File: src/hdl/bra_pkg.sv
// Package for the resource allocator: field widths, register defaults,
// command, status and register index codes. No dependencies.
`timescale 1ns / 1ps
`default_nettype none

package bra_pkg;

	localparam int DEF_NUM_CUST    = 8;
	localparam int DEF_NUM_RES     = 4;
	localparam int DEF_COUNT_WIDTH = 8;

	localparam int FIELD_RES  = 4;
	localparam int AMT_W      = 8;
	localparam int MODE_W     = 3;
	localparam int CUST_W     = 3;
	localparam int STATUS_W   = 3;
	localparam int CUST_REG_W = 4;
	localparam int RES_REG_W  = 3;
	localparam int CFG_DATA_W = 4;
	localparam int CFG_IDX_W  = 1;

	localparam logic [CUST_REG_W-1:0] CUST_REG_RST = 4'd8;
	localparam logic [RES_REG_W-1:0]  RES_REG_RST  = 3'd4;

	typedef enum logic [MODE_W-1:0] {
		MODE_LOAD_MAX    = 3'd0,
		MODE_LOAD_AVAIL  = 3'd1,
		MODE_REQUEST     = 3'd2,
		MODE_RELEASE     = 3'd3,
		MODE_RELEASE_ALL = 3'd4
	} mode_t;

	typedef enum logic [STATUS_W-1:0] {
		STAT_DONE          = 3'd0,
		STAT_EXCEEDS_NEED  = 3'd1,
		STAT_INSUFFICIENT  = 3'd2,
		STAT_UNSAFE        = 3'd3,
		STAT_EXCEEDS_ALLOC = 3'd4
	} status_t;

	typedef enum logic [CFG_IDX_W-1:0] {
		CFG_CUSTOMERS_IN_USE = 1'b0,
		CFG_RESOURCES_IN_USE = 1'b1
	} cfg_idx_t;

endpackage

`default_nettype wire

File: src/hdl/bra_if.sv
// Valid/ready channels of the resource allocator: command and response.
// Depends on bra_pkg.
`timescale 1ns / 1ps
`default_nettype none

interface bra_cmd_if;
	logic                          valid;
	logic                          ready;
	logic [bra_pkg::MODE_W-1:0]    mode;
	logic [bra_pkg::CUST_W-1:0]    customer;
	logic [bra_pkg::AMT_W-1:0]     amount_r0;
	logic [bra_pkg::AMT_W-1:0]     amount_r1;
	logic [bra_pkg::AMT_W-1:0]     amount_r2;
	logic [bra_pkg::AMT_W-1:0]     amount_r3;

	modport source (output valid, mode, customer, amount_r0, amount_r1, amount_r2, amount_r3,
		input ready);
	modport sink (input valid, mode, customer, amount_r0, amount_r1, amount_r2, amount_r3,
		output ready);
endinterface

interface bra_rsp_if;
	logic                          valid;
	logic                          ready;
	logic [bra_pkg::STATUS_W-1:0]  status;
	logic                          safe;
	logic [bra_pkg::AMT_W-1:0]     avail_r0;
	logic [bra_pkg::AMT_W-1:0]     avail_r1;
	logic [bra_pkg::AMT_W-1:0]     avail_r2;
	logic [bra_pkg::AMT_W-1:0]     avail_r3;

	modport source (output valid, status, safe, avail_r0, avail_r1, avail_r2, avail_r3,
		input ready);
	modport sink (input valid, status, safe, avail_r0, avail_r1, avail_r2, avail_r3,
		output ready);
endinterface

`default_nettype wire

File: src/hdl/bra_lane.sv
// One customer lane of the safety walk: checks the need row against work.
// No package dependency.
`timescale 1ns / 1ps
`default_nettype none

module bra_lane #(
	parameter int NUM_RES     = 4,
	parameter int COUNT_WIDTH = 8,
	parameter int WORK_W      = 12
) (
	input  wire logic [NUM_RES-1:0][COUNT_WIDTH-1:0] need_row,
	input  wire logic [NUM_RES-1:0][WORK_W-1:0]      work,
	input  wire logic [NUM_RES-1:0]                  res_en,
	input  wire logic                                active,
	input  wire logic                                done,
	output logic                                     fit
);

	always_comb begin
		fit = active && !done;
		for (int r = 0; r < NUM_RES; r++) begin
			if (res_en[r] && (WORK_W'(need_row[r]) > work[r])) begin
				fit = 1'b0;
			end
		end
	end

endmodule

`default_nettype wire

File: src/hdl/bra_merge.sv
// Merge stage of the safety walk: adds the allocation rows of all fitting
// lanes into work through an adder tree. No package dependency.
`timescale 1ns / 1ps
`default_nettype none

module bra_merge #(
	parameter int NUM_CUST    = 8,
	parameter int NUM_RES     = 4,
	parameter int COUNT_WIDTH = 8,
	parameter int WORK_W      = 12
) (
	input  wire logic [NUM_CUST-1:0]                               fit,
	input  wire logic [NUM_CUST-1:0][NUM_RES-1:0][COUNT_WIDTH-1:0] alloc,
	input  wire logic [NUM_RES-1:0][WORK_W-1:0]                    work_in,
	output logic [NUM_RES-1:0][WORK_W-1:0]                         work_out,
	output logic                                                   progress
);

	localparam int LEAVES = 1 << $clog2(NUM_CUST);

	logic [WORK_W-1:0] node [NUM_RES][2*LEAVES];

	always_comb begin
		for (int r = 0; r < NUM_RES; r++) begin
			node[r][0] = '0;
			for (int i = 0; i < LEAVES; i++) begin
				node[r][LEAVES+i] = '0;
				if (i < NUM_CUST) begin
					if (fit[i]) begin
						node[r][LEAVES+i] = WORK_W'(alloc[i][r]);
					end
				end
			end
			for (int n = LEAVES - 1; n >= 1; n--) begin
				node[r][n] = node[r][2*n] + node[r][2*n+1];
			end
			work_out[r] = work_in[r] + node[r][1];
		end
	end

	assign progress = |fit;

endmodule

`default_nettype wire

File: src/hdl/bankers_resource_allocator_unit.sv
// Top level of the deadlock-avoiding resource allocator: tables, command
// sequencer, safety-walk lanes. Depends on bra_pkg, bra_if, bra_lane, bra_merge.
//
// Usage: commands enter on cmd (valid/ready), one response per command
// leaves on rsp (valid/ready). cfg_we/cfg_index/cfg_data write the customer
// and resource counts; write them only while no command is in flight.
// Sequence: a load, release or refused request passes through ST_EXEC and
// ST_FINISH to the response register. An accepted request runs the safety
// walk: one lane per customer tests need against work, and fit_q registers
// the result; the merge then adds the allocations of all fitting customers
// into work. At most one pass per active customer plus one more run.
// One command is worked on at a time; cmd.ready is high only while idle,
// and a new command may enter while the last response waits on rsp.
// If rsp is stalled, a finished result holds in the sequencer until the
// response register is free.
// Reset clears all tables to zero, sets the registers to 8 customers and
// 4 resources, and drops any pending response.
`timescale 1ns / 1ps
`default_nettype none

module bankers_resource_allocator_unit #(
	parameter int NUM_CUST    = bra_pkg::DEF_NUM_CUST,
	parameter int NUM_RES     = bra_pkg::DEF_NUM_RES,
	parameter int COUNT_WIDTH = bra_pkg::DEF_COUNT_WIDTH
) (
	input  wire logic                           clk,
	input  wire logic                           arst_n,
	input  wire logic                           cfg_we,
	input  wire logic [bra_pkg::CFG_IDX_W-1:0]  cfg_index,
	input  wire logic [bra_pkg::CFG_DATA_W-1:0] cfg_data,
	bra_cmd_if.sink                             cmd,
	bra_rsp_if.source                           rsp
);

	localparam int AW     = (COUNT_WIDTH > bra_pkg::AMT_W) ? COUNT_WIDTH : bra_pkg::AMT_W;
	localparam int WORK_W = COUNT_WIDTH + $clog2(NUM_CUST + 1);
	localparam logic [COUNT_WIDTH-1:0] COUNT_MAX = '1;

	typedef enum logic [2:0] {
		ST_IDLE,
		ST_EXEC,
		ST_WALK_INIT,
		ST_WALK_FIT,
		ST_WALK_MERGE,
		ST_FINISH
	} state_t;

	function automatic logic [COUNT_WIDTH-1:0] sat_add(input logic [COUNT_WIDTH-1:0] a,
		input logic [AW-1:0] b);
		logic [AW:0] s;
		s = (AW+1)'(a) + (AW+1)'(b);
		return (s > (AW+1)'(COUNT_MAX)) ? COUNT_MAX : s[COUNT_WIDTH-1:0];
	endfunction

	state_t                                 state_q;
	logic [bra_pkg::CUST_REG_W-1:0]         cust_reg_q;
	logic [bra_pkg::RES_REG_W-1:0]          res_reg_q;
	logic [NUM_RES-1:0][COUNT_WIDTH-1:0]    avail_q;
	logic [NUM_CUST-1:0][NUM_RES-1:0][COUNT_WIDTH-1:0] alloc_q;
	logic [NUM_CUST-1:0][NUM_RES-1:0][COUNT_WIDTH-1:0] need_q;
	logic [NUM_RES-1:0][WORK_W-1:0]         work_q;
	logic [NUM_CUST-1:0]                    done_q;
	logic [NUM_CUST-1:0]                    fit_q;
	bra_pkg::status_t                       status_q;
	logic                                   safe_q;
	logic                                   rsp_valid_q;
	logic [bra_pkg::STATUS_W-1:0]           rsp_status_q;
	logic                                   rsp_safe_q;
	logic [bra_pkg::AMT_W-1:0]              rsp_avail_q [bra_pkg::FIELD_RES];

	logic [bra_pkg::MODE_W-1:0]             mode_q;
	logic [bra_pkg::CUST_W-1:0]             cust_q;
	logic [bra_pkg::AMT_W-1:0]              amt_q [NUM_RES];

	logic [bra_pkg::AMT_W-1:0]              amt_all [bra_pkg::FIELD_RES];
	logic [bra_pkg::AMT_W-1:0]              avail_out [bra_pkg::FIELD_RES];
	logic [NUM_CUST-1:0]                    sel;
	logic                                   cust_ok;
	logic [NUM_CUST-1:0]                    active;
	logic [NUM_RES-1:0]                     res_en;
	logic [NUM_RES-1:0][COUNT_WIDTH-1:0]    row_alloc;
	logic [NUM_RES-1:0][COUNT_WIDTH-1:0]    row_need;
	logic [AW-1:0]                          amt_ext [NUM_RES];
	logic [COUNT_WIDTH-1:0]                 amt_cw [NUM_RES];
	logic [COUNT_WIDTH-1:0]                 ld_val [NUM_RES];
	logic [NUM_RES-1:0]                     over_need;
	logic [NUM_RES-1:0]                     over_avail;
	logic [NUM_RES-1:0]                     over_alloc;
	logic [NUM_CUST-1:0]                    fit;
	logic [NUM_RES-1:0][WORK_W-1:0]         work_sum;
	logic                                   progress;
	logic                                   accept;
	logic                                   load_rsp;

	assign amt_all[0] = cmd.amount_r0;
	assign amt_all[1] = cmd.amount_r1;
	assign amt_all[2] = cmd.amount_r2;
	assign amt_all[3] = cmd.amount_r3;

	assign cmd.ready = (state_q == ST_IDLE);
	assign accept    = cmd.valid && cmd.ready;
	assign load_rsp  = (state_q == ST_FINISH) && (!rsp_valid_q || rsp.ready);

	always_comb begin
		for (int i = 0; i < NUM_CUST; i++) begin
			sel[i]    = ({29'd0, cust_q} == 32'(i));
			active[i] = (cust_reg_q == '0) ? (i == 0) : (i < int'(cust_reg_q));
		end
		for (int r = 0; r < NUM_RES; r++) begin
			res_en[r] = (res_reg_q == '0) ? (r == 0) : (r < int'(res_reg_q));
		end
	end

	assign cust_ok = |sel;

	always_comb begin
		row_alloc = '0;
		row_need  = '0;
		for (int i = 0; i < NUM_CUST; i++) begin
			if (sel[i]) begin
				row_alloc = row_alloc | alloc_q[i];
				row_need  = row_need | need_q[i];
			end
		end
	end

	always_comb begin
		for (int r = 0; r < NUM_RES; r++) begin
			amt_ext[r]    = AW'(amt_q[r]);
			amt_cw[r]     = amt_ext[r][COUNT_WIDTH-1:0];
			ld_val[r]     = (amt_ext[r] > AW'(COUNT_MAX)) ? COUNT_MAX : amt_cw[r];
			over_need[r]  = res_en[r] && (amt_ext[r] > AW'(row_need[r]));
			over_avail[r] = res_en[r] && (amt_ext[r] > AW'(avail_q[r]));
			over_alloc[r] = res_en[r] && (amt_ext[r] > AW'(row_alloc[r]));
		end
	end

	for (genvar k = 0; k < bra_pkg::FIELD_RES; k++) begin : g_avail
		if (k < NUM_RES) begin : g_used
			logic [AW-1:0] ext;
			assign ext          = AW'(avail_q[k]);
			assign avail_out[k] = ext[bra_pkg::AMT_W-1:0];
		end else begin : g_unused
			assign avail_out[k] = '0;
		end
	end

	for (genvar i = 0; i < NUM_CUST; i++) begin : g_lane
		bra_lane #(
			.NUM_RES     (NUM_RES),
			.COUNT_WIDTH (COUNT_WIDTH),
			.WORK_W      (WORK_W)
		) u_lane (
			.need_row (need_q[i]),
			.work     (work_q),
			.res_en   (res_en),
			.active   (active[i]),
			.done     (done_q[i]),
			.fit      (fit[i])
		);
	end

	bra_merge #(
		.NUM_CUST    (NUM_CUST),
		.NUM_RES     (NUM_RES),
		.COUNT_WIDTH (COUNT_WIDTH),
		.WORK_W      (WORK_W)
	) u_merge (
		.fit      (fit_q),
		.alloc    (alloc_q),
		.work_in  (work_q),
		.work_out (work_sum),
		.progress (progress)
	);

	always_ff @(posedge clk) begin
		if (accept) begin
			mode_q <= cmd.mode;
			cust_q <= cmd.customer;
			for (int r = 0; r < NUM_RES; r++) begin
				amt_q[r] <= amt_all[r];
			end
		end
		if (load_rsp) begin
			rsp_status_q <= status_q;
			rsp_safe_q   <= safe_q;
			rsp_avail_q  <= avail_out;
		end
	end

	always_ff @(posedge clk or negedge arst_n) begin
		if (!arst_n) begin
			state_q     <= ST_IDLE;
			cust_reg_q  <= bra_pkg::CUST_REG_RST;
			res_reg_q   <= bra_pkg::RES_REG_RST;
			avail_q     <= '0;
			alloc_q     <= '0;
			need_q      <= '0;
			work_q      <= '0;
			done_q      <= '0;
			fit_q       <= '0;
			status_q    <= bra_pkg::STAT_DONE;
			safe_q      <= 1'b0;
			rsp_valid_q <= 1'b0;
		end else begin
			if (cfg_we) begin
				case (cfg_index)
					bra_pkg::CFG_CUSTOMERS_IN_USE: cust_reg_q <= cfg_data[bra_pkg::CUST_REG_W-1:0];
					bra_pkg::CFG_RESOURCES_IN_USE: res_reg_q  <= cfg_data[bra_pkg::RES_REG_W-1:0];
					default: ;
				endcase
			end
			if (rsp.ready) begin
				rsp_valid_q <= 1'b0;
			end
			case (state_q)
				ST_IDLE: begin
					if (accept) begin
						state_q <= ST_EXEC;
					end
				end
				ST_EXEC: begin
					status_q <= bra_pkg::STAT_DONE;
					safe_q   <= 1'b0;
					state_q  <= ST_FINISH;
					if (cust_ok) begin
						case (mode_q)
							bra_pkg::MODE_LOAD_MAX: begin
								for (int i = 0; i < NUM_CUST; i++) begin
									for (int r = 0; r < NUM_RES; r++) begin
										if (sel[i] && res_en[r]) begin
											alloc_q[i][r] <= '0;
											need_q[i][r]  <= ld_val[r];
										end
									end
								end
							end
							bra_pkg::MODE_LOAD_AVAIL: begin
								for (int r = 0; r < NUM_RES; r++) begin
									if (res_en[r]) begin
										avail_q[r] <= ld_val[r];
									end
								end
							end
							bra_pkg::MODE_REQUEST: begin
								if (|over_need) begin
									status_q <= bra_pkg::STAT_EXCEEDS_NEED;
								end else if (|over_avail) begin
									status_q <= bra_pkg::STAT_INSUFFICIENT;
								end else begin
									for (int r = 0; r < NUM_RES; r++) begin
										if (res_en[r]) begin
											avail_q[r] <= avail_q[r] - amt_cw[r];
										end
									end
									for (int i = 0; i < NUM_CUST; i++) begin
										for (int r = 0; r < NUM_RES; r++) begin
											if (sel[i] && res_en[r]) begin
												alloc_q[i][r] <= sat_add(row_alloc[r], amt_ext[r]);
												need_q[i][r]  <= row_need[r] - amt_cw[r];
											end
										end
									end
									state_q <= ST_WALK_INIT;
								end
							end
							bra_pkg::MODE_RELEASE: begin
								if (|over_alloc) begin
									status_q <= bra_pkg::STAT_EXCEEDS_ALLOC;
								end else begin
									for (int r = 0; r < NUM_RES; r++) begin
										if (res_en[r]) begin
											avail_q[r] <= sat_add(avail_q[r], amt_ext[r]);
										end
									end
									for (int i = 0; i < NUM_CUST; i++) begin
										for (int r = 0; r < NUM_RES; r++) begin
											if (sel[i] && res_en[r]) begin
												alloc_q[i][r] <= row_alloc[r] - amt_cw[r];
												need_q[i][r]  <= sat_add(row_need[r], amt_ext[r]);
											end
										end
									end
								end
							end
							bra_pkg::MODE_RELEASE_ALL: begin
								for (int r = 0; r < NUM_RES; r++) begin
									if (res_en[r]) begin
										avail_q[r] <= sat_add(avail_q[r], AW'(row_alloc[r]));
									end
								end
								for (int i = 0; i < NUM_CUST; i++) begin
									for (int r = 0; r < NUM_RES; r++) begin
										if (sel[i] && res_en[r]) begin
											alloc_q[i][r] <= '0;
											need_q[i][r]  <= sat_add(row_need[r], AW'(row_alloc[r]));
										end
									end
								end
							end
							default: ;
						endcase
					end
				end
				ST_WALK_INIT: begin
					for (int r = 0; r < NUM_RES; r++) begin
						work_q[r] <= res_en[r] ? WORK_W'(avail_q[r]) : '0;
					end
					done_q  <= '0;
					state_q <= ST_WALK_FIT;
				end
				ST_WALK_FIT: begin
					fit_q   <= fit;
					state_q <= ST_WALK_MERGE;
				end
				ST_WALK_MERGE: begin
					if (progress) begin
						work_q  <= work_sum;
						done_q  <= done_q | fit_q;
						state_q <= ST_WALK_FIT;
					end else begin
						if ((done_q & active) == active) begin
							safe_q <= 1'b1;
						end else begin
							status_q <= bra_pkg::STAT_UNSAFE;
							for (int r = 0; r < NUM_RES; r++) begin
								if (res_en[r]) begin
									avail_q[r] <= avail_q[r] + amt_cw[r];
								end
							end
							for (int i = 0; i < NUM_CUST; i++) begin
								for (int r = 0; r < NUM_RES; r++) begin
									if (sel[i] && res_en[r]) begin
										alloc_q[i][r] <= row_alloc[r] - amt_cw[r];
										need_q[i][r]  <= row_need[r] + amt_cw[r];
									end
								end
							end
						end
						state_q <= ST_FINISH;
					end
				end
				ST_FINISH: begin
					if (load_rsp) begin
						rsp_valid_q <= 1'b1;
						state_q     <= ST_IDLE;
					end
				end
				default: state_q <= ST_IDLE;
			endcase
		end
	end

	assign rsp.valid    = rsp_valid_q;
	assign rsp.status   = rsp_status_q;
	assign rsp.safe     = rsp_safe_q;
	assign rsp.avail_r0 = rsp_avail_q[0];
	assign rsp.avail_r1 = rsp_avail_q[1];
	assign rsp.avail_r2 = rsp_avail_q[2];
	assign rsp.avail_r3 = rsp_avail_q[3];

endmodule

`default_nettype wire
File: src/flat_wrapper.sv
// flat-port wrapper written by rule: the top's interface ports become plain ports
module bankers_resource_allocator_unit_flat 
#(
	parameter int NUM_CUST    = bra_pkg::DEF_NUM_CUST,
	parameter int NUM_RES     = bra_pkg::DEF_NUM_RES,
	parameter int COUNT_WIDTH = bra_pkg::DEF_COUNT_WIDTH
)
  (clk, arst_n, cfg_we, cfg_index, cfg_data, cmd_valid, cmd_mode, cmd_customer, cmd_amount_r0, cmd_amount_r1, cmd_amount_r2, cmd_amount_r3, cmd_ready, rsp_valid, rsp_status, rsp_safe, rsp_avail_r0, rsp_avail_r1, rsp_avail_r2, rsp_avail_r3, rsp_ready);
  bra_cmd_if cmd_i ();
  bra_rsp_if rsp_i ();
  input  wire logic clk;
  input  wire logic arst_n;
  input  wire logic cfg_we;
  input  wire logic [bra_pkg::CFG_IDX_W-1:0] cfg_index;
  input  wire logic [bra_pkg::CFG_DATA_W-1:0] cfg_data;
  input wire logic [$bits(cmd_i.valid)-1:0] cmd_valid;
  input wire logic [$bits(cmd_i.mode)-1:0] cmd_mode;
  input wire logic [$bits(cmd_i.customer)-1:0] cmd_customer;
  input wire logic [$bits(cmd_i.amount_r0)-1:0] cmd_amount_r0;
  input wire logic [$bits(cmd_i.amount_r1)-1:0] cmd_amount_r1;
  input wire logic [$bits(cmd_i.amount_r2)-1:0] cmd_amount_r2;
  input wire logic [$bits(cmd_i.amount_r3)-1:0] cmd_amount_r3;
  output wire logic [$bits(cmd_i.ready)-1:0] cmd_ready;
  output wire logic [$bits(rsp_i.valid)-1:0] rsp_valid;
  output wire logic [$bits(rsp_i.status)-1:0] rsp_status;
  output wire logic [$bits(rsp_i.safe)-1:0] rsp_safe;
  output wire logic [$bits(rsp_i.avail_r0)-1:0] rsp_avail_r0;
  output wire logic [$bits(rsp_i.avail_r1)-1:0] rsp_avail_r1;
  output wire logic [$bits(rsp_i.avail_r2)-1:0] rsp_avail_r2;
  output wire logic [$bits(rsp_i.avail_r3)-1:0] rsp_avail_r3;
  input wire logic [$bits(rsp_i.ready)-1:0] rsp_ready;
  assign cmd_i.valid = cmd_valid;
  assign cmd_i.mode = cmd_mode;
  assign cmd_i.customer = cmd_customer;
  assign cmd_i.amount_r0 = cmd_amount_r0;
  assign cmd_i.amount_r1 = cmd_amount_r1;
  assign cmd_i.amount_r2 = cmd_amount_r2;
  assign cmd_i.amount_r3 = cmd_amount_r3;
  assign cmd_ready = cmd_i.ready;
  assign rsp_valid = rsp_i.valid;
  assign rsp_status = rsp_i.status;
  assign rsp_safe = rsp_i.safe;
  assign rsp_avail_r0 = rsp_i.avail_r0;
  assign rsp_avail_r1 = rsp_i.avail_r1;
  assign rsp_avail_r2 = rsp_i.avail_r2;
  assign rsp_avail_r3 = rsp_i.avail_r3;
  assign rsp_i.ready = rsp_ready;
  bankers_resource_allocator_unit #(.NUM_CUST(NUM_CUST), .NUM_RES(NUM_RES), .COUNT_WIDTH(COUNT_WIDTH)) u_core (.clk(clk), .arst_n(arst_n), .cfg_we(cfg_we), .cfg_index(cfg_index), .cfg_data(cfg_data), .cmd(cmd_i), .rsp(rsp_i));
endmodule
File: config.mk
export PLATFORM = sky130hd
export DESIGN_NAME = bankers_resource_allocator_unit_flat
export DESIGN_NICKNAME = d
export VERILOG_FILES = /design/src/hdl/bra_pkg.sv /design/src/hdl/bra_if.sv /design/src/hdl/bra_lane.sv /design/src/hdl/bra_merge.sv /design/src/hdl/bankers_resource_allocator_unit.sv /design/src/flat_wrapper.sv
export SDC_FILE = /design/constraint.sdc
export NUM_CORES = 2
export LEC_CHECK = 0
export BUFFER_PORTS_ARGS = -buffer_cell sky130_fd_sc_hd__buf_4
export CAP_MARGIN = 10
export CELL_PAD_IN_SITES_DETAIL_PLACEMENT = 0
export CELL_PAD_IN_SITES_GLOBAL_PLACEMENT = 1
export CORE_MARGIN = 2
export CORE_UTILIZATION = 55
export CTS_CLUSTER_SIZE = 14
export DETAILED_ROUTE_END_ITERATION = 10
export MAX_ROUTING_LAYER = met4
export PLACE_DENSITY_LB_ADDON = 0.1
export SYNTH_ARGS = -nofsm -noshare
export SYNTH_HDL_FRONTEND = slang
export SYNTH_SLANG_ARGS = --single-unit
File: constraint.sdc
create_clock -name clk -period 12.7 [get_ports clk]
set_clock_uncertainty 0.1 [all_clocks]
set_input_delay 1.27 -clock clk [delete_from_list [all_inputs] [get_ports clk]]
set_output_delay 1.27 -clock clk [all_outputs]
set_load 0.005 [all_outputs]
# [After elaboration in Yosys (flattened, before gate mapping)]
# Memory sizes are Yosys's and may differ from the RTL's.
# Index checks and enable logic that the tools add are counted.
[word_totals] regBits=665 out_inout_bits=38 ramBits=32 mem_count=1 elab_cells=1131
[memory_table] memory="u_core.amt_q" depth=4 word_bits=8 read_ports=4 rd_ports_with_merged_regs=0 wr=4 line="bankers_resource_allocator_unit.sv:73" source="logic [bra_pkg::AMT_W-1:0] amt_q [NUM_RES];"
[classes] magnitude_cmp=80 n_reduce_logical=183 addsub=72 eq_ne=242 n_bitwise=17 muxes=448
[ops] op="256-bit 2-to-1 mux" count=12
[ops] op="8-bit 2-to-1 mux" count=337
[ops] op="256-bit case mux with 2 select lines" count=2
[ops] op="256-bit case mux with 4 select lines" count=1
[ops] op="256-bit case mux with 3 select lines" count=1
[ops] op="32-bit 2-to-1 mux" count=22
[ops] op="3-bit by 2-bit != test with 1-bit output, second input constant" count=160
[ops] op="13-bit AND reduction" count=36
[ops] op="32-bit OR" count=14
[ops] op="8-bit by 12-bit greater-than comparator with 1-bit output" count=32
[ops] op="12-bit adder" count=31
[ops] op="10-bit AND reduction" count=32
[ops] op="8-bit by 8-bit adder with 9-bit output" count=21
[ops] op="9-bit by 8-bit greater-than comparator with 1-bit output, second input constant" count=20
[ops] op="32-bit case mux with 4 select lines" count=1
[ops] op="8-bit greater-than comparator" count=12
[ops] op="48-bit case mux with 2 select lines" count=1
[ops] op="8-bit subtractor" count=12
[ops] op="1-bit logical AND" count=86
[ops] op="2-bit by 1-bit != test with 1-bit output, second input constant" count=36
[ops] op="8-bit adder" count=8
[ops] op="32-bit case mux with 2 select lines" count=1
[ops] op="3-bit != test, second input constant" count=19
[ops] op="1-bit 2-to-1 mux" count=51
[ops] op="33 further kinds" count=94

# [Longest topological paths before layout]
[logic_depth] depth_word=25 ltp_mapped=25 mapped_depth_nobuf=24

# [Hierarchy]
# Synthesis repeated with hierarchy kept, for this count alone.
[unflattened] cells_unflattened=5908 area_unflattened_um2=57600.2
[modules_own_cells] mod="bankers_resource_allocator_unit" cells_each=3920 area_each_um2=42025.3 instances=1
[modules_own_cells] mod="bra_merge" cells_each=1012 area_each_um2=8628.3 instances=1
[modules_own_cells] mod="bra_lane" cells_each=122 area_each_um2=868.3 instances=8

# [Worst setup path before layout]
# No wires, ideal clock.
[synth_timing] kind="reg2reg" from="register u_core.fit_q[7]" to="register u_core.work_q[11] in the netlist's numbering" arrival_ps=5142 setup_time_ps=121 stages_incl_launch_ff=26 path_slack_ps=7337 t_required_ps=12479 path_buffers=1 cell_sequence="dfrtp_1 > clkbuf_1 > and2_1 > ha_1 > fa_1 > a21oi_1 > nor2_1 > nor2_1 > o21bai_1 > a21oi_1 > nor2b_1 > o21ai_0 > nand2b_1 > ha_1 > ha_1 > fa_1 > fa_1 > ha_1 > or3_1 > o21ai_0 > a21oi_1 > a21o_1 > a21oi_1 > xnor2_1 > o21ai_0 > a22o_1"
[synth_between] elab_chain_cells=7
[synth_rtl] element="start, declared" line="bankers_resource_allocator_unit.sv:63" source="logic [NUM_CUST-1:0] fit_q;"
[synth_rtl] element="start signal, assigned" line="bankers_resource_allocator_unit.sv:313" source="fit_q <= fit;"
[synth_rtl] element="8-bit 2-to-1 mux" line="bra_merge.sv:29" source="if (fit[i]) begin"
[synth_rtl] element="8-bit by 8-bit adder with 9-bit output" line="bra_merge.sv:35" source="node[r][n] = node[r][2*n] + node[r][2*n+1];"
[synth_rtl] element="12-bit adder (2 in series)" line="bra_merge.sv:35"
[synth_rtl] element="12-bit adder" line="bra_merge.sv:37" source="work_out[r] = work_in[r] + node[r][1];"
[synth_rtl] element="48-bit 2-to-1 mux" line="bankers_resource_allocator_unit.sv:317" source="if (progress) begin"
[synth_rtl] element="48-bit case mux with 2 select lines" line="bankers_resource_allocator_unit.sv:216" source="case (state_q)"
[synth_rtl] element="end signal, assigned by index" line="bankers_resource_allocator_unit.sv:307" source="work_q[r] <= res_en[r] ? WORK_W'(avail_q[r]) : '0;"
[synth_rtl] element="end signal, assigned" line="bankers_resource_allocator_unit.sv:318" source="work_q <= work_sum;"
[synth_rtl] element="end, declared" line="bankers_resource_allocator_unit.sv:61" source="logic [NUM_RES-1:0][WORK_W-1:0] work_q;"
# Several ways; a longest one is shown, not always the timed one. The select of a mux whose other input is x is not followed.
# A chain may end at the register's enable or synchronous reset.

# [Worst setup path after layout]
[layout_timing] from="register u_core.cust_q[2] in the netlist's numbering" to="register u_core.need_q[38] in the netlist's numbering"
[layout_between] elab_chain_cells=24
[layout_rtl] element="start, declared" line="bankers_resource_allocator_unit.sv:72" source="logic [bra_pkg::CUST_W-1:0] cust_q;"
[layout_rtl] element="start signal, assigned" line="bankers_resource_allocator_unit.sv:179" source="cust_q <= cmd.customer;"
[layout_rtl] element="3-bit logical NOT" line="bankers_resource_allocator_unit.sv:106" source="sel[i] = ({29'd0, cust_q} == 32'(i));"
[layout_rtl] element="32-bit 2-to-1 mux" line="bankers_resource_allocator_unit.sv:120" source="if (sel[i]) begin"
[layout_rtl] element="32-bit OR" line="bankers_resource_allocator_unit.sv:122" source="row_need = row_need | need_q[i];"
[layout_rtl] element="32-bit 2-to-1 mux" line="bankers_resource_allocator_unit.sv:120"
[layout_rtl] element="32-bit OR" line="bankers_resource_allocator_unit.sv:122"
[layout_rtl] element="32-bit 2-to-1 mux" line="bankers_resource_allocator_unit.sv:120"
[layout_rtl] element="32-bit OR" line="bankers_resource_allocator_unit.sv:122"
[layout_rtl] element="32-bit 2-to-1 mux" line="bankers_resource_allocator_unit.sv:120"
[layout_rtl] element="(+8 left out)"
[layout_rtl] element="8-bit by 8-bit adder with 9-bit output" line="bankers_resource_allocator_unit.sv:51" source="s = (AW+1)'(a) + (AW+1)'(b);"
[layout_rtl] element="9-bit by 8-bit greater-than comparator with 1-bit output" line="bankers_resource_allocator_unit.sv:52" source="return (s > (AW+1)'(COUNT_MAX)) ? COUNT_MAX : s[COUNT_WIDTH-1:0];"
[layout_rtl] element="8-bit 2-to-1 mux" line="bankers_resource_allocator_unit.sv:52"
[layout_rtl] element="8-bit 2-to-1 mux" line="bankers_resource_allocator_unit.sv:278" source="if (sel[i] && res_en[r]) begin"
[layout_rtl] element="256-bit 2-to-1 mux" line="bankers_resource_allocator_unit.sv:268" source="if (|over_alloc) begin"
[layout_rtl] element="256-bit case mux with 4 select lines" line="bankers_resource_allocator_unit.sv:227" source="case (mode_q)"
[layout_rtl] element="256-bit 2-to-1 mux" line="bankers_resource_allocator_unit.sv:226" source="if (cust_ok) begin"
[layout_rtl] element="256-bit case mux with 2 select lines" line="bankers_resource_allocator_unit.sv:216"
[layout_rtl] element="end signal, assigned by index" line="bankers_resource_allocator_unit.sv:233" source="need_q[i][r] <= ld_val[r];"
[layout_rtl] element="end signal, assigned by index" line="bankers_resource_allocator_unit.sv:260" source="need_q[i][r] <= row_need[r] - amt_cw[r];"
[layout_rtl] element="end signal, assigned by index" line="bankers_resource_allocator_unit.sv:280" source="need_q[i][r] <= sat_add(row_need[r], amt_ext[r]);"
[layout_rtl] element="end, declared" line="bankers_resource_allocator_unit.sv:60" source="logic [NUM_CUST-1:0][NUM_RES-1:0][COUNT_WIDTH-1:0] need_q;"
# Several ways; a longest one is shown, not always the timed one. The select of a mux whose other input is x is not followed.

==> flow_metrics.env <==
export IMPL_totalWireLength_um=221000
export IMPL_synth_seq_cells=697
export IMPL_switching_share=0.486
export IMPL_cts_root_buf="clkbuf_16"
export IMPL_p_comb_frac=0.587
export IMPL_endpoint_kind="flop"
export IMPL_insertion_delay_ps=690
export IMPL_grt_antenna_before_repair=11
export IMPL_slew_headroom=0.0685
export IMPL_synth_area_per_cell_sq_um=9.68
export IMPL_min_path_type="reg -> reg"
export IMPL_ctsHoldBuffers=0
export IMPL_synth_edf_count=74
export IMPL_r2r_setup_slack_ps=4800
export IMPL_ys_top_cells_by_count="621 x dfrtp_1, 591 x ha_1, 463 x a21oi_1"
export IMPL_leakage_nw=27.6
export IMPL_firstDrtPassIters=9
export IMPL_synthCells=5885
export IMPL_switching_power_mw=8.38
export IMPL_min_period_ps=7900
export IMPL_grt_start_max_net_pins=166
export IMPL_ir_worst_vdd_v=0.000158
export IMPL_syn_area_sq_um=57000
export IMPL_pwr_density_cell_nw_per_um2=278
export IMPL_portBuffers=85
export IMPL_cp_required_ps=13160
export IMPL_yosys_area_top_type="dfrtp_1"
export IMPL_numCtsBuffers=85
export IMPL_netlist_top_cells_area="dfrtp_1 27%, ha_1 13%, fa_1 8.6%"
export IMPL_rsz0062_at_grt="no"
export IMPL_cts_sinks=697
export IMPL_dr_first_iter_drc_count=6002
export IMPL_status="finished, final reports clean"
export IMPL_path_max_fanout=72
export IMPL_cts_path_max_buffers=3
export IMPL_die_w_um=326
export IMPL_post_cts_setup_buffers=0
export IMPL_grt_pass1_vias=47500
export IMPL_final_net_count=6777
export IMPL_worstReg2RegEnd="u_core.need_q[38]"
export IMPL_place_hpwl_um=163000
export IMPL_ys_types=96
export IMPL_synthFlopType="dfrtp_1"
export IMPL_fin_setup_tns_ps=0
export IMPL_placeableCoreArea_sq_um=103000
export IMPL_cp_endpoint="u_core.need_q[38]"
export IMPL_ant_nets=0
export IMPL_dieHeight_um=326
export IMPL_place_congestion=1.00
export IMPL_synthDominantCellAreaShare=0.273
export IMPL_drive_gt1_frac=0.121
export IMPL_slew_viol_final=0
export IMPL_dieArea_sq_um=106000
export IMPL_areaGrowthSynthToFinish_pct=8.68
export IMPL_period_share=0.622
export IMPL_arrival_ps=8360
export IMPL_vias=49600
export IMPL_path_class="reg -> reg"
export IMPL_wl_per_cell_um=30.0
export IMPL_cap_violations=0
export IMPL_cp_startpoint="u_core.cust_q[2]"
export IMPL_p_int_mw=8.85
export IMPL_final_util=0.600
export IMPL_max_freq_mhz=127
export IMPL_pwr_share_seq=0.260
export IMPL_power_share_clock=0.153
export IMPL_rr_worst_depth=17
export IMPL_yosys_warnings=0
export IMPL_finalHoldViolCount=0
export IMPL_synth_fp_nets=6769
export IMPL_setup_viol=0
export IMPL_postCtsResizedCells=0
export IMPL_overflow=0
export IMPL_fp_row_count=118
export IMPL_power_total_mw=17.2
export IMPL_cts_tree="yes"
export IMPL_setup_worst_path_start_class="flop"
export IMPL_clk_pin_slew_ps=60
export IMPL_grt_pass1_wl_um=324000
export IMPL_start_util=0.552
export IMPL_worst_slew_pin_slew_ps=1380
export IMPL_drc=0
export IMPL_synth_async_reset_ratio=0.894
export IMPL_gr_usage_all_layers=0.424
export IMPL_cts_max_level=3
export IMPL_synth_seq_area_share=0.313
export IMPL_yosysMostFrequentCell="dfrtp_1"
export IMPL_r2r_start="u_core.cust_q[2]"
export IMPL_vias_per_cell=6.74
export IMPL_ios=86
[layer usage]
metal | up-vias | share of wire | routed length, um | GRT usage
li1 | 21600 | - | - | -
met1 | 24500 | 0.41 | 89500 | 0.565
met2 | 2807 | 0.42 | 93400 | 0.596
met3 | 665 | 0.097 | 21500 | 0.0828
met4 | 0 | 0.074 | 16400 | 0.256
met5 | - | 0 | 0 | -
[placed cells by master, fill, tap and decap left out, types with 19 or more instances in the layout]
cell,netlist,layout
a22o_1,45,45
xnor2_1,133,133
fa_1,245,245
a21o_1,97,97
nor3_1,84,82
nor2_1,276,268
a22oi_1,266,266
a21oi_4,26,26
a32oi_1,19,19
and2_1,93,88
a21oi_1,463,462
o21a_1,23,23
a221oi_1,24,24
xor2_1,61,61
o21ai_2,21,21
o22ai_1,29,29
clkbuf_16,0,88
a32o_1,96,96
dfrtp_1,621,615
edfxtp_1,74,74
a31oi_1,33,33
mux2_2,281,281
nand3_1,87,87
nand4_1,110,110
or3_1,27,27
clkinv_2,0,20
nand2_1,451,448
o211ai_1,25,25
ha_1,591,591
nand2b_1,60,60
o21ai_0,419,419
o21bai_1,36,36
buf_4,10,163
inv_1,402,402
nor2b_1,75,74
a211oi_1,27,27
o2bb2ai_1,81,81
[state kept, by name (all words and copies together), names as in the netlist]
name / cells
u_core.alloc_q: 256
u_core.need_q: 256
u_core.work_q: 48
u_core.amt_q: 32
u_core.g_avail.g_used.ext: 32
u_core.done_q: 8
u_core.fit_q: 8
u_core.rsp.avail_r0: 8
u_core.rsp.avail_r1: 8
u_core.rsp.avail_r2: 8
u_core.rsp.avail_r3: 8
u_core.cust_reg_q: 4
u_core.cust_q: 3
u_core.mode_q: 3
u_core.res_reg_q: 3
u_core.rsp.status: 3
u_core.state_q: 3
u_core.status_q: 3
u_core.rsp.safe: 1
u_core.rsp.valid: 1
u_core.safe_q: 1
[per-stage QoR]
step | cell area [sq um] | hold WS [ps] | cells | worst slack [ps]
finish | 61900 | 405 | 7352 | 4800
global route | 61900 | 422 | 7351 | 4550
CTS | 61900 | 401 | 7345 | 5130
detailed placement | 59000 | 389 | 7186 | 5150
global placement | 59000 | 380 | 7186 | 5200
floorplan | 57000 | 325 | 5885 | 7340
[critical path: stages, from the launching register on]
cell and delay (ps):
edfxtp_1 620, nand2_1 180, nor2_4 720, buf_4 830, a22oi_1 140, nand4_1 420
inv_1 170, fa_1 480, or2_0 240, a221o_1 360, a22oi_2 210, a41oi_1 210
nor3_1 350, o311a_2 270, and2_4 770, buf_4 850, o21ai_4 360, mux2_4 390
[logic make-up (layout without fill, tap and decap cells)]
| logic type | count (synthesis) | count (layout) | synth area share |
|---|---|---|---|
| AOI/OAI and AO/OA | 1864 | 1864 | 0.222 |
| xor gates and xnor gates | 194 | 194 | 0.0298 |
| adders and majority gates | 836 | 836 | 0.216 |
| buffers and inverters | 647 | 727 | 0.0472 |
| DFF | 697 | 697 | 0.313 |
| muxes | 303 | 303 | 0.0597 |
| other | 0 | 7 | 0 |
| and+or+nand+nor | 1344 | 1344 | 0.113 |
[power by group through the flow]
stage	registers, mW	clock network, mW	logic, mW
floorplan	3.89	0	7.21
global placement	4.43	0	9.62
detailed placement	4.43	0	9.81
CTS	4.40	2.64	9.87
global route	4.52	2.72	11.0
finish	4.47	2.63	10.1
[worst min-delay path by stage]
| stage | startpoint | endpoint | slack [ps] | depth (start not counted) |
|---|---|---|---|---|
| CTS | u_core.alloc_q[20] | u_core.alloc_q[20] | 400 | 1 |
| detailed placement | u_core.alloc_q[20] | u_core.alloc_q[20] | 390 | 1 |
| floorplan | u_core.status_q[2] | u_core.rsp.status[2] | 320 | 0 |
| global route | u_core.alloc_q[136] | u_core.alloc_q[136] | 420 | 1 |
| global placement | u_core.done_q[4] | u_core.done_q[4] | 380 | 2 |
| finish | u_core.alloc_q[51] | u_core.alloc_q[51] | 410 | 1 |
[area by class of cell]
cell class / count / area [sq um]
antenna: 7 / 17.5
clock buffer: 109 / 2390
clock inverter: 50 / 577
fill: 8908 / 41300
inverter: 402 / 1510
multi-input combinational: 4541 / 36600
sequential: 697 / 17800
tap: 1380 / 1730
timing repair buffer: 166 / 1280
No activity file was read; power rests on OpenSTA's default activity.
